`config.mk`:
```
export PLATFORM = sky130hd
export DESIGN_NAME = quadratic_contour_decomposer
export DESIGN_NICKNAME = d
export VERILOG_FILES = /design/src/rtl/qcd_pkg.sv /design/src/rtl/qcd_front.sv /design/src/rtl/qcd_fifo.sv /design/src/rtl/qcd_back.sv /design/src/rtl/quadratic_contour_decomposer.sv
export SDC_FILE = /design/constraint.sdc
export NUM_CORES = 1
export LEC_CHECK = 0
export BUFFER_PORTS_ARGS = -buffer_cell sky130_fd_sc_hd__buf_4
export CAP_MARGIN = 20
export CORE_UTILIZATION = 45
export CTS_CLUSTER_DIAMETER = 150
export DETAILED_ROUTE_END_ITERATION = 16
export PLACE_DENSITY = 0.58
export SETUP_SLACK_MARGIN = 0.05
export SLEW_MARGIN = 0
export SYNTH_ARGS = -nofsm -noshare
export SYNTH_HDL_FRONTEND = slang
export SYNTH_SLANG_ARGS = --single-unit
export TNS_END_PERCENT = 100
```
`constraint.sdc`:
```
create_clock -name clk -period 6.7 [get_ports clk]
set_input_delay 1.005 -clock clk [delete_from_list [all_inputs] [get_ports clk]]
set_output_delay 1.005 -clock clk [all_outputs]
set_load 0.1 [all_outputs]
```
`src/rtl/qcd_pkg.sv`:
```
// qcd_pkg: shared types and constants for the quadratic contour decomposer
package qcd_pkg;

	// path command codes
	localparam logic [2:0] CMD_MOVE  = 3'd0;
	localparam logic [2:0] CMD_LINE  = 3'd1;
	localparam logic [2:0] CMD_QUAD  = 3'd2;
	localparam logic [2:0] CMD_CLOSE = 3'd3;
	localparam logic [2:0] CMD_FILL  = 3'd4;

	// positions of the result slots inside one job
	localparam int SLOT_HEAD  = 0;
	localparam int SLOT_CQUAD = 1;
	localparam int SLOT_CLINE = 2;
	localparam int SLOT_CLOSE = 3;
	localparam int SLOT_FILL  = 4;
	localparam int SLOTS      = 5;

	// job queue between front and back
	localparam int QUEUE_DEPTH = 4;
	localparam int QPTR_W      = $clog2(QUEUE_DEPTH);
	localparam int QCNT_W      = $clog2(QUEUE_DEPTH + 1);

	// one outline point
	typedef struct packed {
		logic signed [15:0] point_x;
		logic signed [15:0] point_y;
		logic               on_curve;
		logic               contour_end;
		logic               glyph_end;
	} point_t;

	// one path command
	typedef struct packed {
		logic        [2:0]  command;
		logic signed [15:0] ctrl_x;
		logic signed [15:0] ctrl_y;
		logic signed [15:0] end_x;
		logic signed [15:0] end_y;
		logic               bad_start;
		logic               last_of_run;
	} result_t;

	// all commands caused by one point, as a slot mask plus operands
	typedef struct packed {
		logic [SLOTS-1:0]   mask;
		logic [2:0]         head_cmd;
		logic signed [15:0] head_cx;
		logic signed [15:0] head_cy;
		logic signed [15:0] head_ex;
		logic signed [15:0] head_ey;
		logic               head_bad;
		logic signed [15:0] pend_x;
		logic signed [15:0] pend_y;
		logic signed [15:0] start_x;
		logic signed [15:0] start_y;
	} job_t;

endpackage

```
`src/rtl/qcd_front.sv`:
```
// qcd_front: accepts points, tracks contour state and builds one job per point that yields commands
module qcd_front (
	input  logic            clk,
	input  logic            arst_n,
	input  logic            pt_valid,
	output logic            pt_ready,
	input  qcd_pkg::point_t pt,
	input  logic            q_full,
	output logic            q_push,
	output qcd_pkg::job_t   q_job
);

	logic               expect_q;
	logic signed [15:0] start_x_q, start_y_q;
	logic signed [15:0] pend_x_q, pend_y_q;
	logic               pend_vld_q;

	logic               expect_n;
	logic signed [15:0] start_x_n, start_y_n;
	logic signed [15:0] pend_x_n, pend_y_n;
	logic               pend_vld_n;
	logic               accept;
	logic signed [16:0] sum_x, sum_y, adj_x, adj_y;
	logic signed [15:0] mid_x, mid_y;

	assign pt_ready = !q_full;
	assign accept   = pt_valid && pt_ready;
	assign q_push   = accept && (q_job.mask != '0);

	// midpoint of held control and new control, truncated toward zero
	always_comb begin
		sum_x = {pend_x_q[15], pend_x_q} + {pt.point_x[15], pt.point_x};
		sum_y = {pend_y_q[15], pend_y_q} + {pt.point_y[15], pt.point_y};
		adj_x = sum_x + {16'd0, sum_x[16]};
		adj_y = sum_y + {16'd0, sum_y[16]};
		mid_x = adj_x[16:1];
		mid_y = adj_y[16:1];
	end

	// classify the point and work out the next state
	always_comb begin
		expect_n   = expect_q;
		start_x_n  = start_x_q;
		start_y_n  = start_y_q;
		pend_x_n   = pend_x_q;
		pend_y_n   = pend_y_q;
		pend_vld_n = pend_vld_q;
		q_job      = '0;

		if (expect_q) begin
			q_job.mask[qcd_pkg::SLOT_HEAD] = 1'b1;
			q_job.head_cmd = qcd_pkg::CMD_MOVE;
			q_job.head_ex  = pt.point_x;
			q_job.head_ey  = pt.point_y;
			q_job.head_bad = !pt.on_curve;
			start_x_n  = pt.point_x;
			start_y_n  = pt.point_y;
			pend_vld_n = 1'b0;
			expect_n   = 1'b0;
		end else if (pt.on_curve) begin
			q_job.mask[qcd_pkg::SLOT_HEAD] = 1'b1;
			q_job.head_cmd = pend_vld_q ? qcd_pkg::CMD_QUAD : qcd_pkg::CMD_LINE;
			q_job.head_cx  = pend_vld_q ? pend_x_q : 16'sd0;
			q_job.head_cy  = pend_vld_q ? pend_y_q : 16'sd0;
			q_job.head_ex  = pt.point_x;
			q_job.head_ey  = pt.point_y;
			pend_vld_n = 1'b0;
		end else begin
			q_job.mask[qcd_pkg::SLOT_HEAD] = pend_vld_q;
			q_job.head_cmd = qcd_pkg::CMD_QUAD;
			q_job.head_cx  = pend_x_q;
			q_job.head_cy  = pend_y_q;
			q_job.head_ex  = mid_x;
			q_job.head_ey  = mid_y;
			pend_x_n   = pt.point_x;
			pend_y_n   = pt.point_y;
			pend_vld_n = 1'b1;
		end

		// contour end, also implied by glyph end
		if (pt.contour_end || pt.glyph_end) begin
			q_job.mask[qcd_pkg::SLOT_CQUAD] = pend_vld_n;
			q_job.mask[qcd_pkg::SLOT_CLINE] = 1'b1;
			q_job.mask[qcd_pkg::SLOT_CLOSE] = 1'b1;
			pend_vld_n = 1'b0;
			expect_n   = 1'b1;
		end
		q_job.mask[qcd_pkg::SLOT_FILL] = pt.glyph_end;

		q_job.pend_x  = pend_x_n;
		q_job.pend_y  = pend_y_n;
		q_job.start_x = start_x_n;
		q_job.start_y = start_y_n;
	end

	// contour state
	always_ff @(posedge clk or negedge arst_n) begin
		if (!arst_n) begin
			expect_q   <= 1'b1;
			start_x_q  <= '0;
			start_y_q  <= '0;
			pend_x_q   <= '0;
			pend_y_q   <= '0;
			pend_vld_q <= 1'b0;
		end else if (accept) begin
			expect_q   <= expect_n;
			start_x_q  <= start_x_n;
			start_y_q  <= start_y_n;
			pend_x_q   <= pend_x_n;
			pend_y_q   <= pend_y_n;
			pend_vld_q <= pend_vld_n;
		end
	end

endmodule

```
`src/rtl/qcd_fifo.sv`:
```
// qcd_fifo: short job queue between front and back
module qcd_fifo (
	input  logic          clk,
	input  logic          arst_n,
	input  logic          push,
	input  qcd_pkg::job_t push_job,
	output logic          full,
	input  logic          pop,
	output qcd_pkg::job_t pop_job,
	output logic          empty
);

	qcd_pkg::job_t                entries_q [qcd_pkg::QUEUE_DEPTH];
	logic [qcd_pkg::QPTR_W-1:0]   wr_ptr_q, rd_ptr_q;
	logic [qcd_pkg::QCNT_W-1:0]   count_q;

	assign full    = (count_q == qcd_pkg::QCNT_W'(qcd_pkg::QUEUE_DEPTH));
	assign empty   = (count_q == '0);
	assign pop_job = entries_q[rd_ptr_q];

	// entry storage
	always_ff @(posedge clk) begin
		if (push) begin
			entries_q[wr_ptr_q] <= push_job;
		end
	end

	// pointers and fill count
	always_ff @(posedge clk or negedge arst_n) begin
		if (!arst_n) begin
			wr_ptr_q <= '0;
			rd_ptr_q <= '0;
			count_q  <= '0;
		end else begin
			if (push) begin
				wr_ptr_q <= wr_ptr_q + 1'b1;
			end
			if (pop) begin
				rd_ptr_q <= rd_ptr_q + 1'b1;
			end
			if (push && !pop) begin
				count_q <= count_q + 1'b1;
			end else if (pop && !push) begin
				count_q <= count_q - 1'b1;
			end
		end
	end

endmodule

```
`src/rtl/qcd_back.sv`:
```
// qcd_back: walks each job's slots and issues one command word per cycle unless cmd is stalled
module qcd_back (
	input  logic             clk,
	input  logic             arst_n,
	input  logic             q_empty,
	input  qcd_pkg::job_t    q_job,
	output logic             q_pop,
	output logic             cmd_valid,
	input  logic             cmd_ready,
	output qcd_pkg::result_t cmd
);

	qcd_pkg::job_t                cur_q;
	logic [qcd_pkg::SLOTS-1:0]    mask_q;
	logic                         out_vld_q;
	qcd_pkg::result_t             res_q;

	logic [qcd_pkg::SLOTS-1:0]    sel, rest, mask_after;
	logic                         emit;
	qcd_pkg::result_t             res_n;

	// lowest pending slot goes next
	always_comb begin
		sel        = mask_q & (~mask_q + 1'b1);
		rest       = mask_q & ~sel;
		emit       = (mask_q != '0) && (!out_vld_q || cmd_ready);
		mask_after = emit ? rest : mask_q;
		q_pop      = (mask_after == '0) && !q_empty;
	end

	// build the command word for the chosen slot
	always_comb begin
		res_n = '0;
		if (sel[qcd_pkg::SLOT_HEAD]) begin
			res_n.command   = cur_q.head_cmd;
			res_n.ctrl_x    = cur_q.head_cx;
			res_n.ctrl_y    = cur_q.head_cy;
			res_n.end_x     = cur_q.head_ex;
			res_n.end_y     = cur_q.head_ey;
			res_n.bad_start = cur_q.head_bad;
		end else if (sel[qcd_pkg::SLOT_CQUAD]) begin
			res_n.command = qcd_pkg::CMD_QUAD;
			res_n.ctrl_x  = cur_q.pend_x;
			res_n.ctrl_y  = cur_q.pend_y;
			res_n.end_x   = cur_q.start_x;
			res_n.end_y   = cur_q.start_y;
		end else if (sel[qcd_pkg::SLOT_CLINE]) begin
			res_n.command = qcd_pkg::CMD_LINE;
			res_n.end_x   = cur_q.start_x;
			res_n.end_y   = cur_q.start_y;
		end else if (sel[qcd_pkg::SLOT_CLOSE]) begin
			res_n.command = qcd_pkg::CMD_CLOSE;
		end else begin
			res_n.command = qcd_pkg::CMD_FILL;
		end
		res_n.last_of_run = (rest == '0);
	end

	// current job operands
	always_ff @(posedge clk) begin
		if (q_pop) begin
			cur_q <= q_job;
		end
	end

	// output word register
	always_ff @(posedge clk) begin
		if (emit) begin
			res_q <= res_n;
		end
	end

	// slot mask and output valid
	always_ff @(posedge clk or negedge arst_n) begin
		if (!arst_n) begin
			mask_q    <= '0;
			out_vld_q <= 1'b0;
		end else begin
			mask_q <= q_pop ? q_job.mask : mask_after;
			if (emit) begin
				out_vld_q <= 1'b1;
			end else if (cmd_ready) begin
				out_vld_q <= 1'b0;
			end
		end
	end

	assign cmd_valid = out_vld_q;
	assign cmd       = res_q;

endmodule

```
`src/rtl/quadratic_contour_decomposer.sv`:
```
// quadratic_contour_decomposer: outline points in, path command words out
//
// Input channel pt (pt_valid/pt_ready) takes one outline point per word with
// its on-curve flag and contour and glyph end marks. Output channel cmd
// (cmd_valid/cmd_ready) gives move, line, quadratic, close and fill words;
// last_of_run marks the final word caused by a point.
// The front classifies each point in the cycle it is taken and writes a job
// into a four-entry queue; the back walks the job, one word per cycle unless
// stalled, into an output register. A point that only becomes a held control
// yields no job. The first word of a point reaches cmd_valid through the
// queue, the back's slot mask and the output register. Throughput: one point
// per cycle while each point yields one word and cmd is not stalled; a
// contour end costs three or four words and a glyph end one more, set by the
// single output word per cycle of the back. When cmd_ready stays low the back
// holds its word, the queue fills and pt_ready falls once four jobs wait.
// Reset clears the queue, the output valid and the contour state; the
// next point then opens a contour.
module quadratic_contour_decomposer (
	input  logic             clk,
	input  logic             arst_n,
	input  logic             pt_valid,
	output logic             pt_ready,
	input  qcd_pkg::point_t  pt,
	output logic             cmd_valid,
	input  logic             cmd_ready,
	output qcd_pkg::result_t cmd
);

	logic          q_full, q_empty, q_push, q_pop;
	qcd_pkg::job_t push_job, pop_job;

	// point classification and contour state
	qcd_front u_front (
		.clk      (clk),
		.arst_n   (arst_n),
		.pt_valid (pt_valid),
		.pt_ready (pt_ready),
		.pt       (pt),
		.q_full   (q_full),
		.q_push   (q_push),
		.q_job    (push_job)
	);

	// job queue
	qcd_fifo u_fifo (
		.clk      (clk),
		.arst_n   (arst_n),
		.push     (q_push),
		.push_job (push_job),
		.full     (q_full),
		.pop      (q_pop),
		.pop_job  (pop_job),
		.empty    (q_empty)
	);

	// command sequencer
	qcd_back u_back (
		.clk       (clk),
		.arst_n    (arst_n),
		.q_empty   (q_empty),
		.q_job     (pop_job),
		.q_pop     (q_pop),
		.cmd_valid (cmd_valid),
		.cmd_ready (cmd_ready),
		.cmd       (cmd)
	);

endmodule

```
==> flow_summary.json <==
{
  "status": "finished clean",
  "arrival_ps": 4520,
  "tightest_slew_ps": 1120,
  "setup_viol": 0,
  "routedWlPerCell_um": 24.1,
  "path_clk_slew_ps": 60,
  "die_w_um": 273,
  "synth_ff_type": "edfxtp_1",
  "cts_made_buffers": 86,
  "hold_buffers": 0,
  "antenna_found_initial": 3,
  "postSynthCellCount": 1813,
  "wirelength_mm": 71.6,
  "yosysWarnings": 0,
  "cts_tree": "done",
  "fmax_ghz": 0.242,
  "hold_violations": 0,
  "syn-num-nets": 1893,
  "initial_utilization_pct": 45.4,
  "synth_top_area_share_pct": 67.2,
  "rr_worst_depth": 14,
  "hold_class": "in2async",
  "drive_gt1_share_pct": 26.7,
  "synthTopCellsByCount": "edfxtp_1, nand2_1, mux4_2",
  "area_growth_pct": 14.9,
  "drt-initial-drc-count": 1058,
  "yosysMostFrequentCell": "edfxtp_1",
  "drv_cap": 0,
  "clock_latency_ps": 620,
  "yosysTopAreaCell": "edfxtp_1",
  "final_max_slew_viol_count": 0,
  "vias": 16500,
  "synth_area_leaders": "edfxtp_1, mux4_2, dfrtp_1",
  "clockBufferDepth": 3,
  "min_period_over_period_pct": 61.7,
  "ys_seq_elements": 819,
  "cts_setup_buffers": 0,
  "dieArea_mm2": 0.0746,
  "io_buffer_count": 109,
  "dp_hpwl_mm": 41.8,
  "fin_crit_ps": 4140,
  "required_ps": 7080,
  "drt.antenna.violating_nets": 0,
  "async_flop_share_pct": 9.65,
  "slew_headroom_pct": 25.1,
  "coreArea_mm2": 0.0728,
  "start_kind": "input port",
  "diodes": 0,
  "crit_fanout": 5,
  "grt_pass1_vias": 17500,
  "ys_seq_area_share_pct": 73.1,
  "crit_type": "in2reg",
  "cts.sinks": 819,
  "synth_cell_type_count": 87,
  "grt_first_pass_wirelength_mm": 107,
  "power_density_mw_per_mm2": 547,
  "overflow": 0,
  "place_congestion": 0.829,
  "cts-resized-gates": 0,
  "drc": 0,
  "cts_root_buf": "clkbuf_16",
  "synth_edf_count": 740,
  "fin_hold_ws_ps": 339,
  "peakVddDrop_v": 0.000361,
  "setup_tns_ps": 0,
  "rows": 99,
  "syn_area_per_cell_um2": 18.2,
  "fin_nets": 2028,
  "grt_usage_pct": 19.4,
  "die_h_um": 273,
  "htree_levels": 3,
  "p_leak_nw": 13.2,
  "syn_area_mm2": 0.0331,
  "grt_max_degree": 104,
  "firstDrtPassIters": 4,
  "endpoint_kind": "flip-flop",
  "rsz0062_at_grt": "no",
  "routed_via_density": 5.55,
  "pin_count": 110,
  "skew_ps": 22.3
}
## worst paths after layout
kind                                 startpoint                       to  slack, ps
setup / recovery                         pt[19]  u_fifo.entries_q[2][94]       2560
hold / removal                           arst_n     u_front.start_x_q[6]        340
setup reg to reg            u_front.pend_x_q[0]  u_fifo.entries_q[2][94]       2620
hold reg to reg            u_front.start_y_q[1]     u_front.start_y_q[1]        500
max in group asynchronous                arst_n       u_fifo.rd_ptr_q[1]       4990
min in group clk           u_front.start_y_q[1]     u_front.start_y_q[1]        500
## metal layers
metal | up-vias | routed length (um) | GRT usage [%]
li1 | 7477 | - | -
met1 | 8642 | 29800 | 24.5
met2 | 289 | 37700 | 34.6
met3 | 115 | 2610 | 3.22
met4 | 6 | 1540 | 5.00
met5 | - | 37 | 0
## cell usage in the layout, fill, tap and decap left out, drive strengths merged, types with 12 or more instances in the layout
cell type	n
edfxtp	740
nand2	160
mux4	135
buf	131
clkbuf	117
mux2	97
dfrtp	78
a22o	66
o21ai	48
and2	45
ha	38
nor2	34
inv	31
a21oi	25
xnor2	24
xor2	19
clkinv	19
nand3	17
a21o	14
nand4	12
## power by group
| part | internal (W) | total, W | leakage, nW | switching [W] |
|---|---|---|---|---|
| clock network | 0.00294 | 0.00486 | 1.41 | 0.00193 |
| registers | 0.00802 | 0.00868 | 7.87 | 0.000658 |
| logic | 0.00243 | 0.00726 | 3.95 | 0.00483 |
| total | 0.0134 | 0.0208 | 13.2 | 0.00741 |
## state kept, by name (all words and copies together) (netlist names)
signal	flops
u_back.mask_q	5
u_fifo.wr_ptr_q	2
u_front.start_y_q	16
u_back.cur_q	131
u_front.start_x_q	16
u_back.cmd	69
u_front.pend_x_q	16
u_front.expect_q	1
u_fifo.entries_q	540
u_fifo.count_q	3
u_back.cmd_valid	1
u_fifo.rd_ptr_q	2
u_front.pend_vld_q	1
u_front.pend_y_q	16
## cell families after synthesis
group           synth area share (%)
xor+xnor                        1.16
fa+ha+maj                       1.68
simple gates                    5.26
buf+inv                         1.32
mux                             12.6
flops                           73.1
compound gates                  4.88
## final cells by class
cell class	count	area, um^2
flip-flops and latches	819	24200
clock inverters	40	500
clock buffers	117	2430
inverters	29	114
fillers	5874	34800
well taps	959	1200
multi-input cells	881	8490
repair buffers	131	1070
## metrics by stage
stage | instance area, um^2 | util, % | cells | worst slack (ps) | power [W]
2_1_floorplan | 33100 | - | 1813 | 966 | 0.0141
3_3_place_gp | 35000 | 48.1 | 2818 | 2180 | 0.0160
3_5_place_dp | 35100 | 48.2 | 2819 | 1940 | 0.0162
4_1_cts | 38000 | 52.2 | 2976 | 2560 | 0.0211
5_1_grt | 38000 | 52.2 | 2976 | 2220 | 0.0218
6_report | 38000 | 52.2 | 2976 | 2560 | 0.0208
## worst max-delay path, cell delays in order
cell       delay [ps]
buf_4             130
ha_1              200
inv_1              70
fa_1              270
nor2b_4            70
o311a_4           330
o2111ai_1         230
a32oi_1           190
nor2b_1           290
ha_1              280
inv_1              70
nor4b_2           510
inv_1             110
or4_1             410
a31oi_1           330
Note: power is estimated with default switching activity, not from simulation.
